### config.mk
export PLATFORM = sky130hd
export DESIGN_NAME = svmm_scale_div
export DESIGN_NICKNAME = d
export VERILOG_FILES = /design/src/svmm_pkg.sv /design/src/svmm_scale_div.sv
export SDC_FILE = /design/constraint.sdc
export NUM_CORES = 1
export LEC_CHECK = 0
export CORE_MARGIN = 2
export CORE_UTILIZATION = 60
export CTS_BUF_LIST = sky130_fd_sc_hd__clkbuf_4 sky130_fd_sc_hd__clkbuf_8
export CTS_CLUSTER_DIAMETER = 100
export CTS_CLUSTER_SIZE = 8
export DETAILED_ROUTE_END_ITERATION = 8
export DONT_BUFFER_PORTS = 1
export HOLD_SLACK_MARGIN = 0.06
export PLACE_DENSITY = 0.76
export SLEW_MARGIN = 20
export SYNTH_ARGS = -nofsm -noshare
export SYNTH_HDL_FRONTEND = slang
export SYNTH_SLANG_ARGS = --single-unit
### constraint.sdc
create_clock -name clk -period 8.4 [get_ports clk]
set_input_delay 0.42 -clock clk [delete_from_list [all_inputs] [get_ports clk]]
set_output_delay 0.42 -clock clk [all_outputs]
set_load 0.02 [all_outputs]
### src/svmm_pkg.sv
// shared constants, types and helper functions of the svpwm min-max injection block
// no dependencies
`default_nettype none

package svmm_pkg;

  localparam int CMD_WIDTH    = 16;
  localparam int COUNT_WIDTH  = 16;
  localparam int GUARD_WIDTH  = 12;
  localparam int FRAC_BITS    = CMD_WIDTH - 2;
  localparam int SCALE_BITS   = 16;
  localparam int SCALE_WIDTH  = SCALE_BITS + 1;
  localparam int LIMIT_WIDTH  = FRAC_BITS + 2;
  localparam int SPAN_WIDTH   = CMD_WIDTH;
  localparam int SUM_WIDTH    = CMD_WIDTH + 1;
  localparam int W_WIDTH      = FRAC_BITS + 3;
  localparam int SECTOR_WIDTH = 3;
  localparam int ADDR_WIDTH   = 4;
  localparam int DATA_WIDTH   = 32;

  localparam logic [SCALE_WIDTH-1:0] SCALE_ONE = SCALE_WIDTH'(2 ** SCALE_BITS);

  localparam logic [SECTOR_WIDTH-1:0] SECTOR_ABC = 3'd1;
  localparam logic [SECTOR_WIDTH-1:0] SECTOR_BAC = 3'd2;
  localparam logic [SECTOR_WIDTH-1:0] SECTOR_BCA = 3'd3;
  localparam logic [SECTOR_WIDTH-1:0] SECTOR_CBA = 3'd4;
  localparam logic [SECTOR_WIDTH-1:0] SECTOR_CAB = 3'd5;
  localparam logic [SECTOR_WIDTH-1:0] SECTOR_ACB = 3'd6;

  localparam int S_IN     = 0;
  localparam int S_SPAN   = 1;
  localparam int S_DIV    = 2;
  localparam int S_MUL    = S_DIV + SCALE_BITS;
  localparam int S_RND    = S_MUL + 1;
  localparam int S_MRG    = S_RND + 1;
  localparam int S_W      = S_MRG + 1;
  localparam int S_PM     = S_W + 1;
  localparam int S_OUT    = S_PM + 1;
  localparam int N_STAGES = S_OUT + 1;

  typedef enum logic [ADDR_WIDTH-3:0] {
    REG_PERIOD = 2'd0,
    REG_GUARD  = 2'd1,
    REG_ENABLE = 2'd2
  } reg_idx_t;

  typedef logic signed [CMD_WIDTH-1:0] cmd_t;
  typedef logic [N_STAGES-1:0] stage_en_t;

  typedef struct packed {
    cmd_t [2:0] ph;
    logic       need;
  } div_tag_t;

  typedef struct packed {
    logic [COUNT_WIDTH-1:0] period;
    logic [GUARD_WIDTH-1:0] guard;
    logic                   bad;
  } timing_t;

  function automatic cmd_t max3(cmd_t a, cmd_t b, cmd_t c);
    cmd_t m;
    m = (b > a) ? b : a;
    return (c > m) ? c : m;
  endfunction

  function automatic cmd_t min3(cmd_t a, cmd_t b, cmd_t c);
    cmd_t m;
    m = (b < a) ? b : a;
    return (c < m) ? c : m;
  endfunction

endpackage

`default_nettype wire

### src/svmm_scale_div.sv
// pipelined restoring divider for the overmodulation scale, one quotient bit per stage
// depends on svmm_pkg
`default_nettype none

module svmm_scale_div (
  input  logic                          clk,
  input  svmm_pkg::stage_en_t           en,
  input  logic [svmm_pkg::SPAN_WIDTH:0]   in_rem,
  input  logic [svmm_pkg::SPAN_WIDTH-1:0] in_span,
  input  svmm_pkg::div_tag_t            in_tag,
  output logic [svmm_pkg::SCALE_BITS-1:0] out_q,
  output svmm_pkg::div_tag_t            out_tag
);
  import svmm_pkg::*;

  logic [SPAN_WIDTH:0]   rem_s  [SCALE_BITS];
  logic [SPAN_WIDTH-1:0] span_s [SCALE_BITS];
  logic [SCALE_BITS-1:0] q_s    [SCALE_BITS];
  div_tag_t              tag_s  [SCALE_BITS];

  for (genvar k = 0; k < SCALE_BITS; k++) begin : g_stage
    logic [SPAN_WIDTH:0]   src_rem;
    logic [SPAN_WIDTH-1:0] src_span;
    logic [SCALE_BITS-1:0] src_q;
    div_tag_t              src_tag;
    logic [SPAN_WIDTH:0]   trial;
    logic                  fits;

    if (k == 0) begin : g_first
      assign src_rem  = in_rem;
      assign src_span = in_span;
      assign src_q    = '0;
      assign src_tag  = in_tag;
    end else begin : g_next
      assign src_rem  = rem_s[k-1];
      assign src_span = span_s[k-1];
      assign src_q    = q_s[k-1];
      assign src_tag  = tag_s[k-1];
    end

    assign trial = {src_rem[SPAN_WIDTH-1:0], 1'b0};
    assign fits  = (trial >= {1'b0, src_span});

    always_ff @(posedge clk) begin
      if (en[S_DIV+k]) begin
        rem_s[k]  <= fits ? (trial - {1'b0, src_span}) : trial;
        span_s[k] <= src_span;
        q_s[k]    <= {src_q[SCALE_BITS-2:0], fits};
        tag_s[k]  <= src_tag;
      end
    end
  end

  assign out_q   = q_s[SCALE_BITS-1];
  assign out_tag = tag_s[SCALE_BITS-1];

endmodule

`default_nettype wire

### Word level (Yosys, flattened, before mapping)

Memory sizes are Yosys's and may differ from the RTL's.
Index checks and enable logic that the tools add are counted.

* word-level logic and storage cells: 84
* output and inout port bits: 65
* register bits: 0
* memory bits (writable): 1568
* input bits: 107
* memories: 4

* mux-type cells: 48
* $lt $le $gt $ge: 16
* add/subtract/negate cells: 16

Memory list
* tag_s: words 16, bits a word 49, read ports 16, clocked after memory_dff 0, wr ports 16, line svmm_scale_div.sv:19 `div_tag_t tag_s [SCALE_BITS];`
* rem_s: words 16, bits a word 17, read ports 15, clocked after memory_dff 0, wr ports 16, line svmm_scale_div.sv:16 `logic [SPAN_WIDTH:0] rem_s [SCALE_BITS];`
* q_s: words 16, bits a word 16, read ports 16, clocked after memory_dff 0, wr ports 16, line svmm_scale_div.sv:18 `logic [SCALE_BITS-1:0] q_s [SCALE_BITS];`
* span_s: words 16, bits a word 16, read ports 15, clocked after memory_dff 0, wr ports 16, line svmm_scale_div.sv:17 `logic [SPAN_WIDTH-1:0] span_s [SCALE_BITS];`

Operators by type and width (count)
* 17-bit by 16-bit >= comparator with 1-bit output: 16
* 17-bit two-way mux: 16
* 17-bit by 16-bit subtractor with 17-bit output: 16
* 1-bit two-way mux: 32

### Logic depth before layout (Yosys ltp)

An unclocked memory read counts as a cell.

* depth after elaboration: 3
* depth in mapped cells: 12
* mapped depth without buffers: 10

### Worst setup path after synthesis

No wires, ideal clock.

* path kind: input to register
* from: input port in_span[4] (netlist name)
* to: memory rem_s[0][10] (netlist name) (data pin)
* required time: 8.140 ns
* cell stages on the path: 11
* path buffers: 1
* arrival: 2.424 ns
* slack: 5.715 ns
* path through: inv_1 ha_1 a21o_1 a21oi_2 nor2b_1 or4_4 nand4_4 and2_4 inv_4 buf_12 mux2_4

RTL lines
* start: declaration: line svmm_scale_div.sv:9 `input logic [svmm_pkg::SPAN_WIDTH-1:0] in_span,`
* end: declaration: line svmm_scale_div.sv:16

==> reports/summary.txt <==
P&R area growth vs syn: 9.96%
Final Critical Period: 3.34 ns
sw power: 6330 uW
Clock transition at path regs: 0.06 ns
max-cap violation count: 0
die area: 98800 sq um
Max VDD drop: 0.197 mV
DRC viols: 0
1st-iter DRT viols: 2278
Slew Limit Fails: 0
min-delay src: in_rem[0]
Total Wirelength: 105000 microns
Setup Crit Path Kind: flop to flop
relative slew slack: 35.1%
WHS Path Cells: 3
worst r2r path cells: 8
slowest cell delay on critical path: 0.82 ns
mapped cell area: 57800 sq um
post-synthesis register bit count: 1400
Reg power frac: 47.5%
clock latency on the worst-skew pair: 0.84 ns
register area share after synthesis: 72.7%
fillcell total: 6244
post-synthesis net count: 4049
die height: 314 microns
number of port buffers: 0
Avg Inst Size Synth: 15.7 sq um
routed via count: 29.9k
status: finished clean
simple-gate area share of the yosys netlist: 5.20%
number of synthesis warnings: 0
sw frac: 31.2%
clock sink count: 1400
core area: 95300 sq um
top post-synthesis cells by area: edfxtp_1 (73%), ha_1 (5.5%), mux2_2 (2.1%)
initial core utilization: 60.6%
largest net degree at the start of global routing: 97
CP Launch Point: span_s[0][17]
CP cell instances: inv_1, ha_1, nor2b_1, o31a_1, o21ai_1, a211oi_1, o22a_1, mux2_2
Hold Path End: rem_s[0][1]
Final #Nets: 4323
clock network fraction of total power: 21.9%
cell internal pwr: 14000 uW
CP max stage cell: o22a_1
Final Hold Fails: 0
endpoint type of the worst setup path: flop
grt ovf: 0
initial antenna violation count: 6
Worst Clk Skew: 0.0347 ns
WL per Instance: 20.0 microns
Synth top cells by count: edfxtp_1 (1400), inv_1 (326), ha_1 (255), nand2_1 (183), a21oi_1 (177)
Mapped Cells: 3672
Main synth FF type: edfxtp_1
clk root buf: clkbuf_8
Post-synth EDFFs: 1400
most common cell in the netlist: edfxtp_1
RSZ-0062 raised after global routing: no
area leader, netlist: edfxtp_1
endpoints failing setup: 0
Synth Area in Adders: 6.04%
CTS tree: built
WHS: 0.137 ns
FP Rows: 113
Cell variety after synth: 89
post-synthesis mux area share: 3.02%
vias per inst: 5.73
Crit Path Max Fanout: 17
r2r startpoint: span_s[0][17]
Peak Freq: 0.299 GHz
H-tree Lvls: 4
die width: 314 microns
TritonCTS Buffers: 192
startpoint types: flop
fin crit share: 39.8%
post-synthesis compound-gate area fraction: 8.32%
Post-Synth XOR/XNOR Area: 2.20%
Combinational Power Share: 30.6%
WP data required: 8.97 ns
flop2flop setup slack: 5.06 ns
first-pass GRT wire length: 164000 microns
vias in the first global route: 30.2k
GPL Wtd Cong: 0.908
layout cells sized above 1: 10.1%
ys async rst share: 0%
PwrDens: 320 nW/um^2
worst flop-to-flop path endpoint: rem_s[0][40]
Initial DRT Pass Iterations: 5
Multi-input gate area: 14300 sq um
Worst-Margin Slew: 0.973 ns
GRT Util Overall: 21.5%
Sequential Area: 42000 sq um
setup tns final: 0 ns
Critical Path AT: 3.92 ns
post-route ant nets: 0
largest family of logic cells by synthesized area: compound AO/OA/AOI/OAI gates
P_leak: 0.0238 uW
post-CTS setup buffers: 0
Ports: 172
HP Class: input pin to flop
Post-DP HPWL: 67500 microns
Synth top area share: 72.7%
clk buf depth: 3
==> per-layer routing <==
layer / GRT usage, % / up-vias / routed length (microns)
met5: 0 / - / 27
met4: 6.73 / 4 / 2290
met3: 3.35 / 163 / 4950
met2: 38.6 / 865 / 55600
met1: 26.8 / 14600 / 41900
li1: - / 14300 / -
==> registers in the layout (all words and copies together) (netlist names) <==
register and cells:
q_s 136, rem_s 240, tag_s 784, span_s 240
==> cell usage in the layout, fill, tap and decap left out, types with 24 or more instances in the layout <==
cell type	netlist	layout
o31ai_1	35	35
nor2_1	141	141
nand2b_1	44	44
edfxtp_1	1400	1400
a21o_1	76	76
nand4_1	26	26
nor2b_1	51	51
o21ai_0	164	164
o21a_1	41	41
mux2_2	110	110
nand3_1	40	40
a211oi_1	32	32
xor2_1	60	60
nand2_1	183	183
nor3_1	34	34
dlygate4sd3_1	0	97
ha_1	255	255
inv_1	326	326
o21bai_1	24	24
a21oi_1	177	177
clkbuf_8	0	194
xnor2_1	85	85
==> kinds of logic after synthesis <==
group | Yosys count
AOI/OAI and AO/OA | 728
xor gates and xnor gates | 145
adders and majority gates | 270
buffers and inverters | 365
DFF | 1400
muxes | 152
and+or+nand+nor | 612
==> how the worst max path moves through the flow <==
stage,slack (ns),to,depth (start not counted)
2_1_floorplan,5.72,rem_s[0][10],11
3_3_place_gp,4.96,rem_s[0][77],9
6_report,5.06,rem_s[0][40],8
3_5_place_dp,4.96,rem_s[0][77],9
4_1_cts,4.96,rem_s[0][77],9
5_1_grt,4.83,rem_s[0][40],8
==> power groups by stage <==
stage | clock network (uW) | registers [uW] | logic [uW]
floorplan | 0 | 9530 | 4790
global route | 4810 | 9740 | 6910
detailed placement | 0 | 9770 | 5900
global placement | 0 | 9720 | 5790
finish | 4450 | 9640 | 6210
CTS | 4470 | 9630 | 6140
==> metrics by stage <==
step	util, %	total power [uW]	setup WS, ns	cells	cell area [sq um]
3_3_place_gp	62.1	15500	4.96	4903	59200
4_1_cts	66.6	20200	4.96	5223	63500
5_1_grt	66.7	21500	4.83	5227	63500
6_report	66.7	20300	5.06	5228	63500
2_1_floorplan	-	14300	5.72	3672	57800
3_5_place_dp	62.1	15700	4.96	4903	59200
==> repair_timing <==
action | 4_1_cts | 5_1_grt
setup endpoints to repair | 0 | 0
hold buffers | 113 | 0
hold endpoints to repair | 1481 | 0
gates resized for setup | 0 | 0
==> area by class of cell <==
type | instances | share of cell area, %
Inverter | 328 | 1.94
Clock inverter | 13 | 0.337
Multi-Input combinational cell | 1907 | 22.6
Timing Repair Buffer | 117 | 2.27
Antenna cell | 4 | 0.0158
Tap cell | 1265 | 2.49
Sequential cell | 1400 | 66.2
Clock buffer | 194 | 4.20
==> critical path: cells and delay by family (launching register included) <==
family                   cells  cell delay [ns]
AO/OA/AOI/OAI                4             1.66
flip-flops                   1             0.43
multiplexers                 1             0.42
adder cells (fa/ha/maj)      1             0.32
AND/OR/NAND/NOR              1             0.17
buffers and inverters        1             0.08
Power figures use the tool's default switching activity.
