File: config.mk
export PLATFORM = sky130hd
export DESIGN_NAME = svmm_lane
export DESIGN_NICKNAME = d
export VERILOG_FILES = /design/src/svmm_pkg.sv /design/src/svmm_lane.sv
export SDC_FILE = /design/constraint.sdc
export NUM_CORES = 1
export LEC_CHECK = 0
export BUFFER_PORTS_ARGS = -buffer_cell sky130_fd_sc_hd__buf_2
export CAP_MARGIN = 20
export CORE_ASPECT_RATIO = 1.2
export CORE_MARGIN = 3
export CORE_UTILIZATION = 35
export CTS_CLUSTER_SIZE = 8
export DETAILED_ROUTE_END_ITERATION = 8
export GPL_TIMING_DRIVEN = 0
export SKIP_CTS_REPAIR_TIMING = 1
export SLEW_MARGIN = 15
export SYNTH_ARGS = -nofsm -noshare
export SYNTH_HDL_FRONTEND = slang
export SYNTH_SLANG_ARGS = --single-unit
File: constraint.sdc
create_clock -name clk -period 17.1 [get_ports clk]
set_input_delay 1.71 -clock clk [delete_from_list [all_inputs] [get_ports clk]]
set_output_delay 1.71 -clock clk [all_outputs]
set_load 0.02 [all_outputs]
File: src/svmm_pkg.sv
// shared constants, types and helper functions of the svpwm min-max injection block
// no dependencies
`default_nettype none

package svmm_pkg;

  localparam int CMD_WIDTH    = 16;
  localparam int COUNT_WIDTH  = 16;
  localparam int GUARD_WIDTH  = 12;
  localparam int FRAC_BITS    = CMD_WIDTH - 2;
  localparam int SCALE_BITS   = 16;
  localparam int SCALE_WIDTH  = SCALE_BITS + 1;
  localparam int LIMIT_WIDTH  = FRAC_BITS + 2;
  localparam int SPAN_WIDTH   = CMD_WIDTH;
  localparam int SUM_WIDTH    = CMD_WIDTH + 1;
  localparam int W_WIDTH      = FRAC_BITS + 3;
  localparam int SECTOR_WIDTH = 3;
  localparam int ADDR_WIDTH   = 4;
  localparam int DATA_WIDTH   = 32;

  localparam logic [SCALE_WIDTH-1:0] SCALE_ONE = SCALE_WIDTH'(2 ** SCALE_BITS);

  localparam logic [SECTOR_WIDTH-1:0] SECTOR_ABC = 3'd1;
  localparam logic [SECTOR_WIDTH-1:0] SECTOR_BAC = 3'd2;
  localparam logic [SECTOR_WIDTH-1:0] SECTOR_BCA = 3'd3;
  localparam logic [SECTOR_WIDTH-1:0] SECTOR_CBA = 3'd4;
  localparam logic [SECTOR_WIDTH-1:0] SECTOR_CAB = 3'd5;
  localparam logic [SECTOR_WIDTH-1:0] SECTOR_ACB = 3'd6;

  localparam int S_IN     = 0;
  localparam int S_SPAN   = 1;
  localparam int S_DIV    = 2;
  localparam int S_MUL    = S_DIV + SCALE_BITS;
  localparam int S_RND    = S_MUL + 1;
  localparam int S_MRG    = S_RND + 1;
  localparam int S_W      = S_MRG + 1;
  localparam int S_PM     = S_W + 1;
  localparam int S_OUT    = S_PM + 1;
  localparam int N_STAGES = S_OUT + 1;

  typedef enum logic [ADDR_WIDTH-3:0] {
    REG_PERIOD = 2'd0,
    REG_GUARD  = 2'd1,
    REG_ENABLE = 2'd2
  } reg_idx_t;

  typedef logic signed [CMD_WIDTH-1:0] cmd_t;
  typedef logic [N_STAGES-1:0] stage_en_t;

  typedef struct packed {
    cmd_t [2:0] ph;
    logic       need;
  } div_tag_t;

  typedef struct packed {
    logic [COUNT_WIDTH-1:0] period;
    logic [GUARD_WIDTH-1:0] guard;
    logic                   bad;
  } timing_t;

  function automatic cmd_t max3(cmd_t a, cmd_t b, cmd_t c);
    cmd_t m;
    m = (b > a) ? b : a;
    return (c > m) ? c : m;
  endfunction

  function automatic cmd_t min3(cmd_t a, cmd_t b, cmd_t c);
    cmd_t m;
    m = (b < a) ? b : a;
    return (c < m) ? c : m;
  endfunction

endpackage

`default_nettype wire

File: src/svmm_lane.sv
// one phase lane: scaling, duty word after injection, compare value and guard clamp
// depends on svmm_pkg
`default_nettype none

module svmm_lane (
  input  logic                            clk,
  input  svmm_pkg::stage_en_t             en,
  input  svmm_pkg::timing_t               tm,
  input  svmm_pkg::cmd_t                  ph,
  input  logic [svmm_pkg::SCALE_WIDTH-1:0]  scale,
  input  logic signed [svmm_pkg::SUM_WIDTH-1:0] sum,
  output svmm_pkg::cmd_t                  scaled,
  output logic [svmm_pkg::COUNT_WIDTH-1:0]  compare
);
  import svmm_pkg::*;

  localparam int PROD_W = CMD_WIDTH + SCALE_WIDTH + 1;
  localparam int WF_W   = CMD_WIDTH + 3;
  localparam int WP_W   = W_WIDTH + COUNT_WIDTH;
  localparam int HALF     = 2 ** (SCALE_BITS - 1);
  localparam int TWO_ONE  = 2 ** (FRAC_BITS + 1);
  localparam int FOUR_ONE = 2 ** (FRAC_BITS + 2);

  logic signed [PROD_W-1:0] prod;
  logic signed [PROD_W-1:0] rnd;
  cmd_t                     scaled_m;
  logic signed [WF_W-1:0]   w_full;
  logic [W_WIDTH-1:0]       w_c;
  logic [W_WIDTH-1:0]       w_clamped;
  logic [WP_W-1:0]          wp;
  logic [WP_W:0]            wp_rnd;
  logic [COUNT_WIDTH-1:0]   c_raw;
  logic [COUNT_WIDTH-1:0]   lo;
  logic [COUNT_WIDTH-1:0]   hi;
  logic [COUNT_WIDTH-1:0]   c_next;

  assign rnd = prod + $signed(PROD_W'(HALF));

  assign w_full = $signed(WF_W'(TWO_ONE)) - ($signed(WF_W'(scaled_m)) <<< 1)
                + $signed(WF_W'(sum));

  always_comb begin
    if (w_full < $signed(WF_W'(0))) begin
      w_clamped = '0;
    end else if (w_full > $signed(WF_W'(FOUR_ONE))) begin
      w_clamped = W_WIDTH'(FOUR_ONE);
    end else begin
      w_clamped = w_full[W_WIDTH-1:0];
    end
  end

  assign wp_rnd = {1'b0, wp} + (WP_W + 1)'(TWO_ONE);
  assign c_raw  = wp_rnd[FRAC_BITS+2 +: COUNT_WIDTH];
  assign lo     = COUNT_WIDTH'(tm.guard);
  assign hi     = tm.period - lo;

  always_comb begin
    if (tm.bad) begin
      c_next = tm.period >> 1;
    end else if (c_raw < lo) begin
      c_next = lo;
    end else if (c_raw > hi) begin
      c_next = hi;
    end else begin
      c_next = c_raw;
    end
  end

  always_ff @(posedge clk) begin
    if (en[S_MUL]) begin
      prod <= ph * $signed({1'b0, scale});
    end
    if (en[S_RND]) begin
      scaled <= rnd[SCALE_BITS +: CMD_WIDTH];
    end
    if (en[S_MRG]) begin
      scaled_m <= scaled;
    end
    if (en[S_W]) begin
      w_c <= w_clamped;
    end
    if (en[S_PM]) begin
      wp <= w_c * tm.period;
    end
    if (en[S_OUT]) begin
      compare <= c_next;
    end
  end

endmodule

`default_nettype wire

After elaboration in Yosys (flattened, before gate mapping)
Cells that the tools add are included.

Register bits: 129. Output and inout bits: 32.

Add/sub/neg operators: 5. Multipliers: 2. Magnitude comparators: 4. Mux-type cells: 4. Reductions and logical operators: 2.

Operator list (number): adder 32 x 16 -> 32 bit, second input constant (1); adder 32 x 17 -> 32 bit, second input constant (1); multiplier 16 x 18 -> 32 bit (1); multiplier 17 x 16 -> 32 bit (1); 2-to-1 mux 15 bit (2); adder 18 x 17 -> 19 bit (1); greater-than comparator 19 x 18 -> 1 bit, second input constant (1); less-than comparator 19 x 1 -> 1 bit, second input constant (1); subtractor 17 x 17 -> 18 bit, first input constant (1); 2-to-1 mux 17 bit (1); greater-than comparator 16 bit (1); less-than comparator 16 x 12 -> 1 bit (1); 2-to-1 mux 16 bit (1); subtractor 16 x 12 -> 16 bit (1); OR reduction 2 bit (2).

Depth between registers and ports, before layout
Gate-level depths: netlist of run 1.

Depth in word-level cells: 5. Mapped depth: 23. Gate-level depth less buffers: 22.

Least setup slack after synthesis of run 1
Ideal clock, no wire load.

Path type: input port to flip-flop. From: input ph[8]. To: register prod[26] (data pin). Arrival: 7173 ps. Slack: 9663 ps. Stages on the path: 23. Buffers on the path: 2. Cells stage by stage: clkbuf_1 > clkbuf_1 > nand2_1 > fa_1 > inv_1 > fa_1 > inv_1 > fa_1 > inv_1 > fa_1 > fa_1 > inv_1 > fa_1 > inv_1 > ha_1 > o21ai_0 > a221oi_1 > a211oi_1 > a21bo_2 > o21ai_0 > o21ai_0 > a221oi_1 > xnor2_1.

Cells in the longest elaborated chain, start to end: 1.

Ends and longest elaborated chain: from (decl) (line svmm_lane.sv:9) `input svmm_pkg::cmd_t ph,`; multiplier 16 x 18 -> 32 bit (line svmm_lane.sv:71) `prod <= ph * $signed({1'b0, scale});`; to (signal assigned) (line svmm_lane.sv:71); to (decl) (line svmm_lane.sv:24) `logic signed [PROD_W-1:0] prod;`.

No other way between the ends. A chain may end at the register's enable or synchronous reset.

Worst setup path in the final report of run 1
From: input tm[22] in the netlist's numbering. To: register wp[30] (data pin).

Cells in the longest elaborated chain, start to end: 1.

Ends and longest elaborated chain: from (decl) (line svmm_lane.sv:8) `input svmm_pkg::timing_t tm,`; multiplier 17 x 16 -> 32 bit (line svmm_lane.sv:83) `wp <= w_c * tm.period;`; to (signal assigned) (line svmm_lane.sv:83); to (decl) (line svmm_lane.sv:30) `logic [WP_W-1:0] wp;`.

No other way between the ends.

==> results.ini, run 1 <==
[yosys]
synth_common_cells=inv_1 (532), fa_1 (415), nand2_1 (317), ha_1 (281), and2_1 (253)
synth-adder-area-share_pct=50.3
yosysWarningCount=0
synth.net_count=3318
syn_avg_cell_area_um2=9.33
synth_edf_count=99
yosysTopAreaCellShare_pct=35.4
muxShareOfSynthArea_pct=0.0426
synth-simple-area-share_pct=16.4
synthCells=2518
synth_xor_area_share_pct=3.54
yosys.area.top_type=fa_1
synth-compound-area-share_pct=6.99
synth_seq_cells=99
async_reset_ff_share_pct=0
ys.flop_type=edfxtp_1
synth_cell_types=75
synth_area_leaders=fa_1 (35%), ha_1 (15%), edfxtp_1 (13%)
synth_top_family_by_area=adder cells
seq_area_frac_synth_pct=12.7
syn_area_um2=23500
yosysMostFrequentCell=inv_1

[clock_network]
htree_levels=3
clk_pin_slew_ns=0.08
cts_made_buffers=9
ctsLongestPathBuffers=2
clockRootBuffer=clkbuf_16
clk_latency_ns=0.37
cts.sinks=99
cts_tree=built

[critical_path]
path_class=in2reg
r2r_start=w_c[9]
cpPeakStageDelay_ns=0.61
cp.depth=21
critPathTopFamily=adder cells
worstPathRequired_ns=17.22
r2r_setup_slack_ns=10.24
worstPathArrival_ns=8.30
worstPathMaxFanout=10
cpMaxStageDelayCell=clkbuf_1
cp_common_cell=fa_1
end_kind=flip-flop
cp-startpoint=tm[22]
r2r_cells=20
worst_setup_path_start_kind=primary input
worstReg2RegEnd=wp[30]
path_buf_inv=6
endpoint=wp[30]
path_cells=buf_2, clkbuf_1, clkbuf_1, nand2_1, fa_1, inv_1, fa_1, inv_1, fa_1, inv_1, fa_1, fa_1, fa_1, ha_1, nand4_1, nor4b_1, o41a_1, a22o_4, a211oi_1, o21bai_1, xor2_1

[sta]
fmax_mhz=122
fin_worst_skew_ns=0.00789
tns_ns=0
finalWorstPathRequiredPeriod_ns=8.17
tightest_slew_ns=0.889
finalCritPeriodShare_pct=47.8
slew_viol_final=0
rsz0062_at_grt=false
fin_ws_ns=8.93
slew_headroom_pct=40.2
finalHoldViolCount=0
setup_violations=0

[drt]
drc=0
via_count=17433
avgViaCountPerCell=4.93
wl_mm=60.4
drtAntennaViolNets=0
wl_per_cell_um=17.1
dr.pass1.iters=5
drt-initial-drc-count=898

[placement]
place_congestion=0.905
dp_hpwl_mm=51.3
io_buffers=112
pre_cts_slack_ns=8.61
place_area_um2=25200

[job]
drv_cap=0

[run_status]
status=completed

[final_layout]
stdcell_area_um2=25500
regArea_um2=2970
fillerInstances=6686
num-nets-final=3441
drive_above_1_share_pct=5.82
multiInputGateArea_um2=18200
area_growth_pct=8.49
antenna_cells=0

[grt]
grt_max_degree=22
overflow=0
grt_pass1_vias=17945
antenna_found_initial=2
globalRouteTotalUtil_pct=17.5
grt_pass1_wl_mm=96.0

[floorplan]
num_rows=103
die_x_um=242
ioPinCount=136
core-area_um2=66100
dieArea_um2=70300
initial_core_util_pct=35.5
die_h_um=290

[worst_hold_path]
hold_class=reg2reg
hp-start=scaled[4]

## how the worst min path moves through the flow
| stage | to | slack [ns] | cells after the start |
|---|---|---|---|
| CTS | scaled_m[4] | 0.47 | 0 |
| floorplan | scaled[15] | 0.53 | 1 |
| detailed placement | scaled_m[4] | 0.44 | 0 |
| global route | scaled_m[5] | 0.49 | 0 |
| finish | scaled_m[4] | 0.47 | 0 |
| global placement | scaled_m[5] | 0.44 | 0 |
## flip-flops by register name (all words and copies together) (netlist names)
name      flops
scaled       16
prod         17
w_c          17
scaled_m     16
wp           17
compare      16
## cell type report
type,count,share of cell area [%]
inverter,534,7.87
buffer,88,1.38
clock inverter,7,0.358
sequential,99,11.7
clock buffer,9,0.884
timing repair buffer,112,2.20
multi-input combinational,1797,71.3
tap,892,4.38
## per-layer routing
metal | GRT usage [%] | wire (µm)
met1 | 21.3 | 24200
met2 | 31.8 | 31100
met3 | 2.26 | 2950
met4 | 6.00 | 2110
met5 | 0 | 7
## cell families (layout without fill, tap and decap cells)
group / after synthesis / count (layout)
muxes: 1 / 1
AOI/OAI and AO/OA: 241 / 241
DFF: 99 / 99
buffers and inverters: 622 / 750
xor gates and xnor gates: 94 / 94
and+or+nand+nor: 765 / 765
adders and majority gates: 696 / 696
## through the flow
stage / util [%] / instances / hold WS, ns
2_1_floorplan: - / 2518 / 0.527
5_1_grt: 38.5 / 3538 / 0.493
6_report: 38.5 / 3538 / 0.466
3_5_place_dp: 38.1 / 3522 / 0.444
4_1_cts: 38.5 / 3538 / 0.467
3_3_place_gp: 38.1 / 3522 / 0.435
## cell usage in the layout (no fill, tap or decap), types with 4 or more instances in the layout
cell / n
clkbuf_16: 9
edfxtp_1: 99
nand4_1: 20
clkbuf_1: 80
buf_2: 115
o21a_1: 10
o2111ai_1: 5
a211oi_1: 16
nand2_1: 317
fa_1: 415
nor3_1: 21
nor2b_1: 6
and3_1: 17
ha_1: 281
a21oi_1: 64
xor2_1: 31
and4_1: 4
o21bai_1: 5
and2_1: 253
o21ai_0: 42
or2_2: 5
nand3_1: 29
a21o_1: 24
or3_1: 8
a22o_1: 5
o211ai_1: 19
inv_1: 532
nand2b_1: 15
xnor2_1: 62
nor2_1: 52
Power of run 1 is not shown: default switching activity piles up to over one toggle a cycle in this logic, so the estimate is an artifact.
==> inputs of run 2 (changes only) <==
==> constraint.sdc (replaced) <==
create_clock -name clk -period 7 [get_ports clk]
set_input_delay 0.7 -clock clk [delete_from_list [all_inputs] [get_ports clk]]
set_output_delay 0.7 -clock clk [all_outputs]
set_load 0.02 [all_outputs]
==> run 2 against run 1 <==
Net effect:
- utilization is 0.081 points lower
- critical path depth is 1 lower
- wire length is 2.2% lower
- final area is 0.21% lower
- flip-flop and latch count stayed put
==> results.ini, run 2 (synthesis results as in run 1) <==
[drt]
wl_met3_mm=2.67  ; -9.7%
drc=0  ; unchanged
wl_met1_mm=23.8  ; -1.8%
wl_per_cell_um=16.8  ; -1.7%
via_count=17193  ; -1.4%
route.met2.wl_mm=30.8  ; -1.1%
avgViaCountPerCell=4.89  ; -0.82%
highest_layer=met5
wl_mm=59.1  ; -2.2%
drtAntennaViolNets=0  ; unchanged
dr.pass1.iters=5  ; unchanged
drt-initial-drc-count=866  ; -3.6%

[final_layout]
final_core_util_pct=38.5  ; -0.081 points
num-nets-final=3420  ; -0.61%
layout_common_cells=inv_1 (532), fa_1 (415), nand2_1 (317), ha_1 (281), and2_1 (253)
drive_above_1_share_pct=6.44  ; +0.62 points
top_regs=prod (17), w_c (17), wp (17)
area_growth_pct=8.26
final_common_cell=inv_1

[critical_path]
cpMaxStageDelayCell=fa_1
worstPathRequired_ns=7.12  ; -10.10 ns
cp_common_cell=fa_1
path_buf_inv=5  ; -1
r2r_setup_slack_ns=0.33  ; -9.91 ns
worstPathArrival_ns=6.80  ; -1.50 ns
path_class=in2reg
critPathTopFamily=adder cells
cp-startpoint=tm[21]
worst_setup_path_start_kind=primary input
cpPeakStageDelay_ns=0.55  ; -0.06 ns
path_cells=buf_2, clkbuf_1, nand2_1, fa_1, inv_1, fa_1, inv_1, fa_1, inv_1, fa_1, fa_1, fa_1, ha_1, nand4_1, nor4b_1, o41a_1, a22o_4, a211oi_1, o21bai_1, xor2_1
worstPathMaxFanout=10  ; unchanged
r2r_start=w_c[6]
end_kind=flip-flop

[floorplan]
num_rows=103  ; unchanged
initial_core_util_pct=35.5  ; unchanged
dieArea_um2=70300  ; unchanged
ioPinCount=136  ; unchanged
core-area_um2=66100  ; unchanged
die_x_um=242  ; unchanged
die_h_um=290  ; unchanged

[sta]
fin_worst_skew_ns=0.00744  ; -0.000451 ns
rsz0062_at_grt=false
finalWorstPathRequiredPeriod_ns=6.68
fmax_mhz=150
finalCritPeriodShare_pct=95.4
slew_headroom_pct=39.0  ; -1.2 points
tightest_slew_ns=0.908  ; +0.0182 ns
setup_violations=0  ; unchanged
finalHoldViolCount=0  ; unchanged
slew_viol_final=0  ; unchanged

[grt]
globalRouteTotalUtil_pct=17.5  ; unchanged
grt_pass1_wl_mm=96.0  ; unchanged
grt_pass1_vias=17945  ; unchanged
grt_max_degree=22  ; unchanged
antenna_found_initial=2  ; unchanged
overflow=0  ; unchanged

[clock_network]
clk_pin_slew_ns=0.09  ; about the same
htree_levels=3  ; unchanged
cts_made_buffers=9  ; unchanged
cts_tree=built
clockRootBuffer=clkbuf_16
cts.sinks=99  ; unchanged
ctsLongestPathBuffers=2  ; unchanged
clk_latency_ns=0.37  ; about the same

[run_status]
status=completed

[worst_hold_path]
hold_class=reg2reg
hp-start=scaled[4]

[placement]
dp_hpwl_mm=51.3  ; unchanged
io_buffers=112  ; unchanged
place_congestion=0.905  ; unchanged

[job]
drv_cap=0  ; unchanged

## run 2: cell types whose count changed in the layout (fill, tap and decap cells not counted)
cell      before  now
diode_2        0    1
a211oi_2       1    2
clkbuf_2       0   13
a211oi_1      16   15
buf_2        115  116
clkbuf_1      80   45
## run 2: layer usage
metal | up-vias | global-route usage (%)
li1 | 8072 | -
met1 | 8616 | 21.3
met2 | 396 | 31.8
met3 | 107 | 2.26
met4 | 2 | 6.00
met5 | - | 0
## run 2: stage by stage
step                      setup TNS (ns)  hold WS (ns)  cell area (µm²)  worst slack, ns  cells
final                                  0         0.466            25400            0.321   3518
after global routing                   0         0.493            25400          0.00108   3517
after CTS                         -0.232         0.467            25500          -0.0950   3538
after detailed placement           -5.65         0.444            25200           -0.478   3522
after global placement             -5.35         0.435            25200           -0.456   3522
after floorplan                        0         0.527            23500            0.573   2518
## run 2: cell type report
cell class                      instances  area [µm²]
Sequential cell                        99        2970
Inverter                              534        2000
Tap cell                              892        1120
Multi-Input combinational cell       1797       18200
Antenna cell                            1        2.50
Fill cell                            6688       40700
Buffer                                 67         292
Timing Repair Buffer                  112         561
Clock buffer                            9         225
Clock inverter                          7        91.3
## run 2: final timing paths
kind | to | cells after the start
min | scaled_m[4] | 0
max | wp[30] | 20
max reg2reg | wp[30] | 19
min reg2reg | scaled_m[4] | 0
## run 2: worst register-to-register path, cell delays in order, from the launching register on
cell,delay [ns]
edfxtp_1,0.54
clkbuf_1,0.54
nand2_1,0.16
fa_1,0.54
inv_1,0.05
fa_1,0.50
inv_1,0.06
fa_1,0.55
inv_1,0.06
fa_1,0.46
fa_1,0.52
fa_1,0.46
ha_1,0.31
nand4_1,0.17
nor4b_1,0.09
o41a_1,0.48
a22o_4,0.30
a211oi_1,0.36
o21bai_1,0.14
xor2_1,0.15
Power of run 2 is left out for the same reason.
