<file path="src/svmm_pkg.sv">
// shared constants, types and helper functions of the svpwm min-max injection block
// no dependencies
`default_nettype none

package svmm_pkg;

  localparam int CMD_WIDTH    = 16;
  localparam int COUNT_WIDTH  = 16;
  localparam int GUARD_WIDTH  = 12;
  localparam int FRAC_BITS    = CMD_WIDTH - 2;
  localparam int SCALE_BITS   = 16;
  localparam int SCALE_WIDTH  = SCALE_BITS + 1;
  localparam int LIMIT_WIDTH  = FRAC_BITS + 2;
  localparam int SPAN_WIDTH   = CMD_WIDTH;
  localparam int SUM_WIDTH    = CMD_WIDTH + 1;
  localparam int W_WIDTH      = FRAC_BITS + 3;
  localparam int SECTOR_WIDTH = 3;
  localparam int ADDR_WIDTH   = 4;
  localparam int DATA_WIDTH   = 32;

  localparam logic [SCALE_WIDTH-1:0] SCALE_ONE = SCALE_WIDTH'(2 ** SCALE_BITS);

  localparam logic [SECTOR_WIDTH-1:0] SECTOR_ABC = 3'd1;
  localparam logic [SECTOR_WIDTH-1:0] SECTOR_BAC = 3'd2;
  localparam logic [SECTOR_WIDTH-1:0] SECTOR_BCA = 3'd3;
  localparam logic [SECTOR_WIDTH-1:0] SECTOR_CBA = 3'd4;
  localparam logic [SECTOR_WIDTH-1:0] SECTOR_CAB = 3'd5;
  localparam logic [SECTOR_WIDTH-1:0] SECTOR_ACB = 3'd6;

  localparam int S_IN     = 0;
  localparam int S_SPAN   = 1;
  localparam int S_DIV    = 2;
  localparam int S_MUL    = S_DIV + SCALE_BITS;
  localparam int S_RND    = S_MUL + 1;
  localparam int S_MRG    = S_RND + 1;
  localparam int S_W      = S_MRG + 1;
  localparam int S_PM     = S_W + 1;
  localparam int S_OUT    = S_PM + 1;
  localparam int N_STAGES = S_OUT + 1;

  typedef enum logic [ADDR_WIDTH-3:0] {
    REG_PERIOD = 2'd0,
    REG_GUARD  = 2'd1,
    REG_ENABLE = 2'd2
  } reg_idx_t;

  typedef logic signed [CMD_WIDTH-1:0] cmd_t;
  typedef logic [N_STAGES-1:0] stage_en_t;

  typedef struct packed {
    cmd_t [2:0] ph;
    logic       need;
  } div_tag_t;

  typedef struct packed {
    logic [COUNT_WIDTH-1:0] period;
    logic [GUARD_WIDTH-1:0] guard;
    logic                   bad;
  } timing_t;

  function automatic cmd_t max3(cmd_t a, cmd_t b, cmd_t c);
    cmd_t m;
    m = (b > a) ? b : a;
    return (c > m) ? c : m;
  endfunction

  function automatic cmd_t min3(cmd_t a, cmd_t b, cmd_t c);
    cmd_t m;
    m = (b < a) ? b : a;
    return (c < m) ? c : m;
  endfunction

endpackage

`default_nettype wire

</file>
<file path="src/svmm_limit_div.sv">
// iterative divider for the guarded span limit floor(2*one*(p-2g)/p)
// depends on svmm_pkg
`default_nettype none

module svmm_limit_div (
  input  logic                           clk,
  input  logic                           rst,
  input  logic                           start,
  input  logic [svmm_pkg::COUNT_WIDTH-1:0] period,
  input  logic [svmm_pkg::GUARD_WIDTH-1:0] guard,
  output logic                           busy,
  output logic [svmm_pkg::LIMIT_WIDTH-1:0] limit
);
  import svmm_pkg::*;

  localparam int CNT_W = $clog2(LIMIT_WIDTH + 1);

  logic [COUNT_WIDTH:0]   rem;
  logic [COUNT_WIDTH:0]   rem_next;
  logic [COUNT_WIDTH:0]   trial;
  logic [COUNT_WIDTH-1:0] guard2;
  logic [CNT_W-1:0]       cnt;
  logic                   first;
  logic                   fits;

  assign guard2 = {{(COUNT_WIDTH - GUARD_WIDTH - 1){1'b0}}, guard, 1'b0};
  assign busy   = (cnt != '0);

  always_comb begin
    trial    = first ? rem : {rem[COUNT_WIDTH-1:0], 1'b0};
    fits     = (trial >= {1'b0, period});
    rem_next = fits ? (trial - {1'b0, period}) : trial;
  end

  always_ff @(posedge clk) begin
    if (rst) begin
      cnt   <= '0;
      first <= 1'b0;
    end else if (start) begin
      cnt   <= CNT_W'(LIMIT_WIDTH);
      first <= 1'b1;
    end else if (busy) begin
      cnt   <= cnt - 1'b1;
      first <= 1'b0;
    end
  end

  always_ff @(posedge clk) begin
    if (start) begin
      rem   <= {1'b0, period - guard2};
      limit <= '0;
    end else if (busy) begin
      rem   <= rem_next;
      limit <= {limit[LIMIT_WIDTH-2:0], fits};
    end
  end

endmodule

`default_nettype wire

</file>
<file path="config.mk">
export PLATFORM = sky130hd
export DESIGN_NAME = svmm_limit_div
export DESIGN_NICKNAME = d
export VERILOG_FILES = /design/src/svmm_pkg.sv /design/src/svmm_limit_div.sv
export SDC_FILE = /design/constraint.sdc
export NUM_CORES = 1
export LEC_CHECK = 0
export ABC_AREA = 1
export BUFFER_PORTS_ARGS = -buffer_cell sky130_fd_sc_hd__buf_2
export CORE_MARGIN = 2
export CORE_UTILIZATION = 60
export CTS_CLUSTER_DIAMETER = 30
export CTS_CLUSTER_SIZE = 28
export DETAILED_ROUTE_END_ITERATION = 8
export PLACE_DENSITY_LB_ADDON = 0.15
export SLEW_MARGIN = 40
export SYNTH_ARGS = -nofsm -noshare
export SYNTH_HDL_FRONTEND = slang
export SYNTH_SLANG_ARGS = --single-unit
</file>
<file path="constraint.sdc">
create_clock -name clk -period 3.6 [get_ports clk]
set_input_delay 0 -clock clk [delete_from_list [all_inputs] [get_ports clk]]
set_output_delay 0 -clock clk [all_outputs]
set_load 0.02 [all_outputs]
</file>
Word-level counts from Yosys, hierarchy flattened
Cells that the tools add are included.

operators by class
  shift operators = 0
  reduce and logical (&&, ||, !) cells = 3
  $add $sub $neg = 3
  mux-type cells = 8
  div/mod/pow operators = 0
  equality and inequality tests = 0
  multipliers = 0
  bitwise gates (word level) = 0
  $lt $le $gt $ge = 1

operators by type and width
  kind                 count
  $mux 17              2
  $mux 16              2
  $ge 17x16->1         1
  $sub 17x16->17       1
  $sub 16x13->16       1
  $mux 5               2
  $reduce_bool 5->1    1
  $sub 5x1->5 const B  1
  $mux 1               2
  $reduce_bool 2->1    1
  $reduce_or 2->1      1

storage, ports and cells
  bits in writable memories = 0
  flip-flop bits (word level) = 39
  output and inout bits = 17
  bits in latches = 0
  memory bits (read-only) = 0
  input port bits = 31
  memories = 0
  logic and storage cells = 21

Longest topological paths before layout
Gate-level depths: netlist of run 1.

  word-level depth = 5
  mapped depth = 18
  mapped depth without buffers = 16

Least setup slack after synthesis of run 1
OpenSTA, ideal clock, no wires.

  path kind = register to register
  start = reg first
  end = reg rem[6] (data pin)
  library setup time = 0.256 ns
  period minus slack after synthesis = 2.642 ns
  data arrival time = 2.387 ns
  cell stages (with the launch flop) = 17
  slack = 0.958 ns
  required time = 3.344 ns
  path buffers = 2
  cells stage by stage = dfxtp_1 > inv_2 > clkbuf_1 > or2_2 > o21ai_0 > inv_1 > ha_1 > nand2_2 > nor2_1 > nand3_1 > nand3_1 > nand3_4 > nand2_8 > buf_6 > nand2_1 > nand3_1 > nand2_1

on the way
  word-level cells in the longest chain between the ends = 5
  elaborated cells between the ends (all ways) = 6
  those cells by class = 1 x add/sub; 1 x order compare; 4 x mux

RTL lines
  element                                         RTL line                                    source
  from (decl)                                     svmm_limit_div.sv:23                        logic first;
  from (signal assigned)                          svmm_limit_div.sv:38                        first <= 1'b0;
  from (signal assigned)                          svmm_limit_div.sv:41                        first <= 1'b1;
  from (signal assigned)                          svmm_limit_div.sv:44                        first <= 1'b0;
  $mux 17 *                                       svmm_limit_div.sv:30                        trial = first ? rem : {rem[COUNT_WIDTH-1:0], 1'b0};
  $sub 17x16->17 or $ge 17x16->1 (tied branches)  svmm_limit_div.sv:32, svmm_limit_div.sv:31
  $mux 17 *                                       svmm_limit_div.sv:32                        rem_next = fits ? (trial - {1'b0, period}) : trial;
  $mux 16 *                                       svmm_limit_div.sv:52                        end else if (busy) begin
  $mux 16 *                                       svmm_limit_div.sv:49                        if (start) begin
  to (signal assigned)                            svmm_limit_div.sv:50                        rem <= {1'b0, period - guard2};
  to (signal assigned)                            svmm_limit_div.sv:53                        rem <= rem_next;
  to (decl)                                       svmm_limit_div.sv:18                        logic [COUNT_WIDTH:0] rem;

Mark *: on every way between the ends. The rest lies on a longest branch, timed or not. The select of a mux whose other input is x is not followed.
A chain may end at the register's enable or synchronous reset.

Final worst setup path of run 1
  start = reg first
  end = reg rem[5] (data pin)

The elaborated chain is that of the path after synthesis.

==> results of run 1 <==
==> synth_stat cells, types with 2 or more instances <==
cell type | count | area share
and2_1 | 2 | 0.0033
ha_1 | 30 | 0.098
buf_6 | 2 | 0.0059
nand3_1 | 60 | 0.078
nor2_2 | 2 | 0.0033
or2_2 | 21 | 0.034
edfxtp_1 | 16 | 0.12
inv_1 | 118 | 0.12
o21ai_0 | 30 | 0.039
nor3_1 | 3 | 0.0039
nand2_1 | 178 | 0.17
nand3b_1 | 6 | 0.012
xor2_1 | 4 | 0.0091
xnor2_1 | 7 | 0.016
fa_1 | 2 | 0.010
nand2_2 | 5 | 0.0081
dfxtp_1 | 23 | 0.12
o22ai_1 | 14 | 0.023
buf_4 | 2 | 0.0039
o21a_1 | 2 | 0.0039
nand4_1 | 9 | 0.015
nor2_1 | 23 | 0.022
a21oi_1 | 28 | 0.036
clkbuf_1 | 6 | 0.0059
==> layer usage <==
metal  track usage  part of all wire
met1         0.387              0.49
met2         0.424              0.43
met3        0.0415             0.059
met4        0.0836             0.018
met5             0                 0
==> power by group through the flow <==
stage	Combinational, µW	Sequential, µW	Clock [µW]
CTS	1650	649	309
global placement	1610	657	0
global route	1890	664	319
finish	1670	651	299
floorplan	1310	654	0
detailed placement	1640	659	0
==> repair_timing <==
action / CTS / global route
setup buffers: 0 / 0
hold buffers: 2 / 0
resized for setup: 0 / 0
endpoints found under the hold margin: 3 / 0
==> flip-flops by register name (all words and copies together) (netlist names) <==
register / count
first: 1
limit: 16
rem: 17
cnt: 5
==> worst register-to-register path, cell delays in order (launching register included) <==
cell	delay, ps
dfxtp_1	650
inv_2	220
or2_2	320
o21ai_0	120
inv_1	80
ha_1	370
nand2_1	120
nor2_1	160
nand3_1	120
nand3_1	160
nand3_4	220
nand2_8	210
nand2_1	70
nand3_1	100
nand2_1	70
==> metrics by stage <==
| stage | cells | utilization | area (µm²) |
|---|---|---|---|
| 3_3_place_gp | 720 | 0.656 | 4120 |
| 5_1_grt | 730 | 0.674 | 4230 |
| 6_report | 730 | 0.674 | 4230 |
| 2_1_floorplan | 607 | - | 3850 |
| 3_5_place_dp | 720 | 0.656 | 4120 |
| 4_1_cts | 730 | 0.674 | 4230 |
==> final cells by class <==
cell class | count | share of cell area
multi-input cells | 437 | 0.566
flip-flops and latches | 39 | 0.222
inverters | 120 | 0.107
repair buffers | 49 | 0.0603
well taps | 77 | 0.0228
clock buffers | 5 | 0.0163
clock inverters | 3 | 0.00591
==> path summary, 6_finish.rpt <==
kind                                 to  slack [ps]  depth (start not counted)
worst min-delay path            rem[15]         130                          4
worst min register to register   cnt[0]         450                          1
worst max-delay path             rem[5]         370                         14
worst max register to register   rem[5]         370                         14
==> logic make-up (layout without fill, tap and decap cells) <==
family,after synthesis,after routing,share of synthesized area
compound gates,80,80,0.114
buf+inv,131,177,0.134
flops,39,39,0.244
xor+xnor,11,11,0.0250
simple gates,314,314,0.374
fa+ha+maj,32,32,0.108
==> flow_summary.toml, run 1 <==
[detailed_routing]
wire_per_inst_um = 12.7
drt_iter0_markers = 285
drc = 0
wl_um = 9260
first_pass_iters = 5
vias_per_cell = 5.28
drtAntennaViolNets = 0
vias = 3856

[power]
power_switching_share = 0.493
fin_total_pwr_uw = 2620
internal_power_uw = 1330
ir_drop_mv = 0.374
leakage_uw = 0.00229
powerDensity_nw_per_um2 = 618
p_seq_frac = 0.249
clock_power_share = 0.114
p_switching_uw = 1290
share_comb_of_total_power = 0.637

[placement]
place_ws_ps = 460
dpl.hpwl_um = 7700
finalWeightedCongestion = 0.883
io_buffer_count = 47

[critical_path]
crit_chain = "inv_2 > or2_2 > o21ai_0 > inv_1 > ha_1 > nand2_1 > nor2_1 > nand3_1 > nand3_1 > nand3_4 > nand2_8 > nand2_1 > nand3_1 > nand2_1"
crit_slowest_cell = "dfxtp_1"
max_stage_delay_ps = 650
crit_family = "simple AND/OR/NAND/NOR gates"
critPathArrivalTime_ps = 3280
path_buf_inv = 2
rr_startpoint = "first"
endpoint_kind = "flip-flop"
startpoint_type = "flip-flop"
path_max_fanout = 18
critPathRequiredTime_ps = 3640
path_class = "reg2reg"
critPathLaunch = "first"

[global_route]
grtUsageTotal = 0.272
grt_max_degree = 32
grt_pass1_vias = 3470
grt_pass1_wl_um = 15600
antenna_found_initial = 0
overflow = 0

[sta]
max_freq_ghz = 0.309
slew_headroom = 0.477
min_period_ps = 3230
finalSetupTns_ps = 0
tightest_slew_ps = 784
rsz0062_at_grt = "false"
finalSetupViolCount = 0
whs_ps = 132
hold_viol = 0
slew_viol_final = 0
post-route-period-util = 0.898
skew_ps = 9.85
fin_ws_ps = 365

[yosys]
synth_cell_types = 38
async_flop_share = 0
syn_inst = 607
ys.flop_type = "dfxtp_1"
synth_seq_cells = 39
ys_warn_count = 0
syn_nets = 670
syn_area_per_cell_um2 = 6.34
synth_area_um2 = 3850
seq_area_frac_synth = 0.244
synth-edff-count = 16

[run]
maxCapViolCount = 0

[final_layout]
mostFrequentLayoutCells = "nand2_1, inv_1, nand3_1, buf_2"
final_common_cell = "nand2_1"
multi_input_area_um2 = 2390
syn2layout_area_growth_pct = 9.95
fill_cells = 572
nets = 715
regArea_um2 = 941
num_antenna_cells = 0
layout-drive-gt1-share = 0.141

[run_status]
status = "finished, final reports clean"

[clock_tree]
cts-root-buf = "clkbuf_8"
cts_tree = "yes"
numCtsBuffers = 5
clk_pin_slew_ps = 80
htree_levels = 2
cts_num_sinks = 39
clockBufferDepth = 2
worstSkewPairLatency_ps = 300

[min_path]
hp-class = "in2reg"
hp-start = "period[15]"

[floorplan]
row_count = 29
initial_core_util = 0.613
coreArea_um2 = 6280
die_w_um = 84.1
io_pins = 48
dieArea_um2 = 7070
die_y_um = 84.1
No activity file was read; power rests on OpenSTA's default activity.
==> inputs of run 2 (changes only) <==
--- a/config.mk
+++ b/config.mk
@@ -13,6 +13,7 @@
 export CTS_CLUSTER_SIZE = 28
 export DETAILED_ROUTE_END_ITERATION = 8
 export PLACE_DENSITY_LB_ADDON = 0.15
+export RECOVER_POWER = 25
 export SLEW_MARGIN = 40
 export SYNTH_ARGS = -nofsm -noshare
 export SYNTH_HDL_FRONTEND = slang
==> run 2 against run 1 <==
  * Clock power is essentially flat
  * Clock skew increased by 0.62 ps
  * Design area shrank 0.47%
  * Combinational power about the same
  * Routed wire length up 0.42%
  * Global-route usage is the same
  * Sequential share of layout area is 0.11 points higher
==> flow_summary.toml, run 2 (same netlist as run 1, synthesis figures left out) <==
[run_status]
status = "finished, final reports clean"

[min_path]
hp-start = "period[15]"
min_to = "rem[15]"
hold_depth = 4
hp-class = "in2reg"

[detailed_routing]
first_pass_iters = 5
vias = 3869
drtAntennaViolNets = 0
wire_per_inst_um = 12.7
drc = 0
drt_iter0_markers = 281
vias_per_cell = 5.30
wl_um = 9290

[sta]
finalSetupTns_ps = 0
post-route-period-util = 0.894
hold_viol = 0
fin_ws_ps = 383
max_freq_ghz = 0.311
finalSetupViolCount = 0
slew_headroom = 0.478
slew_viol_final = 0
rsz0062_at_grt = "false"
skew_ps = 10.5
tightest_slew_ps = 783
min_period_ps = 3220

[global_route]
grt_max_degree = 32
grt_pass1_wl_um = 15600
grtUsageTotal = 0.272
antenna_found_initial = 0
overflow = 0
grt_pass1_vias = 3470

[placement]
place_inst = 720
io_buffer_count = 47
place_ws_ps = 460
dpl.hpwl_um = 7700
dpl_cell_area_um2 = 4120
finalWeightedCongestion = 0.883

[final_layout]
mostFrequentLayoutCells = "nand2_1, inv_1, nand3_1, buf_2"
num_antenna_cells = 0
syn2layout_area_growth_pct = 9.43
nets = 715
largest_reg_flops = 17
final_common_cell = "nand2_1"
regMostFlops = "rem"
layout-drive-gt1-share = 0.116
fin_cells = 730
top_regs = "rem (17), limit (16), cnt (5)"
final_area_um2 = 4210

[floorplan]
io_pins = 48
die_w_um = 84.1
die_y_um = 84.1
row_count = 29
dieArea_um2 = 7070
initial_core_util = 0.613
coreArea_um2 = 6280

[power]
leakage_uw = 0.00222
fin_total_pwr_uw = 2610
powerDensity_nw_per_um2 = 621
ir_drop_mv = 0.374

[clock_tree]
cts-root-buf = "clkbuf_8"
htree_levels = 2
numCtsBuffers = 5
postCtsHoldBufs = 2
cts_tree = "yes"
clk_pin_slew_ps = 80
cts_setup_buffers = 0
cts_num_sinks = 39
clockBufferDepth = 2
worstSkewPairLatency_ps = 290
cts_resized = 0

[critical_path]
critPathRequiredTime_ps = 3640
path_max_fanout = 18
critPathArrivalTime_ps = 3260
crit_chain = "inv_2 > or2_2 > o21ai_0 > inv_1 > ha_1 > nand2_1 > nor2_1 > nand3_1 > nand3_1 > nand3_4 > nand2_8 > nand2_1 > nand3_1 > nand2_1"
endpoint_kind = "flip-flop"
startpoint_type = "flip-flop"
rr_startpoint = "first"
crit_slowest_cell = "dfxtp_1"
r2r-end = "rem[12]"
path_class = "reg2reg"
reg2reg_slack_ps = 380
max_stage_delay_ps = 650
ff2ff_path_depth = 14

[run]
maxCapViolCount = 0
[run 2: cell count changes in the layout (fill, tap and decap cells not counted)]
cell,previous run,this run
clkbuf_1,0,16
buf_2,47,31
[run 2: routing by layer]
metal / global-route usage / share of wire / wire [µm] / vias to the layer above
met4: 0.0836 / 0.019 / 177 / 0
met5: 0 / 0 / 0 / -
met2: 0.424 / 0.43 / 3990 / 122
met1: 0.387 / 0.48 / 4500 / 1708
li1: - / - / - / 2023
met3: 0.0415 / 0.068 / 628 / 16
[run 2: area by class of cell]
| class | instances | area (µm²) |
|---|---|---|
| repair buffers | 49 | 235 |
| clock buffers | 5 | 68.8 |
| clock inverters | 3 | 25.0 |
| well taps | 77 | 96.3 |
| flip-flops and latches | 39 | 941 |
| multi-input cells | 437 | 2390 |
| inverters | 120 | 452 |
| fillers | 583 | 2070 |
[run 2: worst max path at each step]
stage | from | end | slack (ps) | cells past startpoint
after floorplan | first | rem[6] | 960 | 16
after global placement | first | rem[12] | 510 | 14
after detailed placement | first | rem[5] | 460 | 14
after CTS | first | rem[8] | 440 | 14
after global routing | first | rem[12] | 50 | 14
final | first | rem[12] | 380 | 14
[run 2: metrics by stage]
step                      hold WS [ps]   util
after detailed placement           215  0.656
final                              131  0.671
after global placement             211  0.656
after floorplan                   78.5      -
after CTS                          122  0.674
after global routing               146  0.671
[run 2: worst max-delay path: cells and delay by family (launching register included)]
family,cells,cell delay (ps)
adders and majority gates,1,380
buffers and inverters,2,300
AOI/OAI and AO/OA,1,120
DFF,1,650
and+or+nand+nor,10,1520
[run 2: power breakdown]
part / internal, µW / switching (µW) / leakage, µW
registers: 599 / 52.7 / 0.000353
clock network: 138 / 160 / 0.0000443
logic: 588 / 1080 / 0.00183
==> inputs of run 3 (changes only) <==
==> constraint.sdc (replaced) <==
create_clock -name clk -period 3.5 [get_ports clk]
set_input_delay 0 -clock clk [delete_from_list [all_inputs] [get_ports clk]]
set_output_delay 0 -clock clk [all_outputs]
set_load 0.02 [all_outputs]
==> run 3 against run 2 <==
  * Critical endpoint unchanged
  * First-iteration DRC count increased by 6.8%
  * Highest routed layer unchanged
  * Clock skew increased by 1.5 ps
  * Die area unchanged
  * Critical path type unchanged
  * Global-route usage increased by 0.25 points
  * Maximum frequency increased by 6.1%
==> flow_summary.toml, run 3 (same netlist as run 1, synthesis figures left out) <==
[final_layout]
layout-drive-gt1-share = 0.118
syn2layout_area_growth_pct = 9.20
multi_input_area_um2 = 2390
regMostFlops = "rem"
largest_reg_flops = 17
fin_cells = 729
top_regs = "rem (17), limit (16), cnt (5)"
utilization = 0.670
final_common_cell = "nand2_1"
mostFrequentLayoutCells = "nand2_1, inv_1, nand3_1, buf_2"
regArea_um2 = 942
fill_cells = 599
num_antenna_cells = 0
nets = 714

[power]
fin_total_pwr_uw = 2700
powerDensity_nw_per_um2 = 642
p_seq_frac = 0.250
share_comb_of_total_power = 0.635
p_switching_uw = 1340
leakage_uw = 0.00222
clock_power_share = 0.116
internal_power_uw = 1360
power_switching_share = 0.495
ir_drop_mv = 0.382

[global_route]
use_met3 = 0.0425
grt_max_degree = 32
top_usage_layer = "met2"
grt_use_met1 = 0.395
antenna_found_initial = 0
grt.met2_usage = 0.419
overflow = 0
grtUsageTotal = 0.274
grt_pass1_wl_um = 15700
grt_pass1_vias = 3463

[detailed_routing]
vias = 3808
wl_um = 9260
drtAntennaViolNets = 0
drc = 0
wire_per_inst_um = 12.7
first_pass_iters = 5
vias_per_cell = 5.22
drt_iter0_markers = 300

[sta]
finalSetupViolCount = 0
slew_headroom = 0.492
finalSetupTns_ps = 0
tightest_slew_ps = 761
min_period_ps = 3030
slew_viol_final = 0
whs_ps = 5.69
skew_ps = 11.9
max_freq_ghz = 0.330
post-route-period-util = 0.866
hold_viol = 0
rsz0062_at_grt = "false"

[clock_tree]
cts_tree = "yes"
htree_levels = 2
clk_pin_slew_ps = 90
worstSkewPairLatency_ps = 300
clockBufferDepth = 2
cts-root-buf = "clkbuf_8"
cts_num_sinks = 39
numCtsBuffers = 5

[critical_path]
endpoint_kind = "flip-flop"
path_class = "reg2reg"
critPathRequiredTime_ps = 3540
startpoint_type = "flip-flop"
critPathArrivalTime_ps = 3080
path_max_fanout = 18

[min_path]
hp-class = "in2reg"

[floorplan]
die_y_um = 84.1
row_count = 29
dieArea_um2 = 7070
initial_core_util = 0.613
coreArea_um2 = 6280
io_pins = 48
die_w_um = 84.1

[placement]
io_buffer_count = 47
place_inst = 720
finalWeightedCongestion = 0.884
dpl.hpwl_um = 7640

[run_status]
status = "finished, final reports clean"

[run]
maxCapViolCount = 0
run 3: cell count changes in the layout (fill, tap and decap cells not counted), sizes merged:
cell,previous run,this run
dlygate4sd3,2,1
run 3: path summary, 6_finish.rpt:
check / start / slack, ps / endpoint / cells after the start
setup / recovery: first / 470 / rem[12] / 14
hold / removal: period[0] / 6 / rem[0] / 3
setup reg to reg: first / 470 / rem[12] / 14
hold reg to reg: cnt[0] / 480 / cnt[0] / 1
run 3: worst max-delay path, cell delays in order, from the launching register on:
cell	delay, ps
dfxtp_2	500
inv_2	170
or2_2	300
o21ai_0	130
inv_1	90
ha_1	420
nand2_2	90
nor2_1	140
nand3_1	110
nand3_1	160
nand3_4	220
nand2_8	210
nand2_1	60
nand3_1	100
nand2_1	60
run 3: repair_timing:
action | 4_1_cts | 5_1_grt
gates resized for setup | 0 | 1
hold buffers | 1 | 0
endpoints found under the hold margin | 2 | 0
setup endpoints to repair | 0 | 16
setup buffers | 0 | 0
run 3: routing by layer:
layer,vias to the layer above,part of all wire
met5,-,0
met4,0,0.020
met3,16,0.067
met2,113,0.42
met1,1658,0.49
li1,2021,-
run 3: final cells by class:
type / count / area share
Multi-Input combinational cell: 437 / 0.570
Sequential cell: 39 / 0.224
Inverter: 120 / 0.107
Timing Repair Buffer: 48 / 0.0536
Tap cell: 77 / 0.0229
Clock buffer: 5 / 0.0164
Clock inverter: 3 / 0.00595
run 3: power groups by stage:
| stage | Combinational, µW | Clock (µW) | Sequential (µW) |
|---|---|---|---|
| after floorplan | 1350 | 0 | 673 |
| after global placement | 1660 | 0 | 676 |
| after detailed placement | 1680 | 0 | 679 |
| after CTS | 1690 | 315 | 669 |
| after global routing | 1940 | 334 | 687 |
| final | 1710 | 313 | 674 |
run 3: metrics by stage:
stage | worst slack, ps | area [µm²]
2_1_floorplan | 858 | 3850
6_report | 467 | 4200
3_3_place_gp | 412 | 4120
4_1_cts | 309 | 4220
5_1_grt | 143 | 4200
3_5_place_dp | 333 | 4120
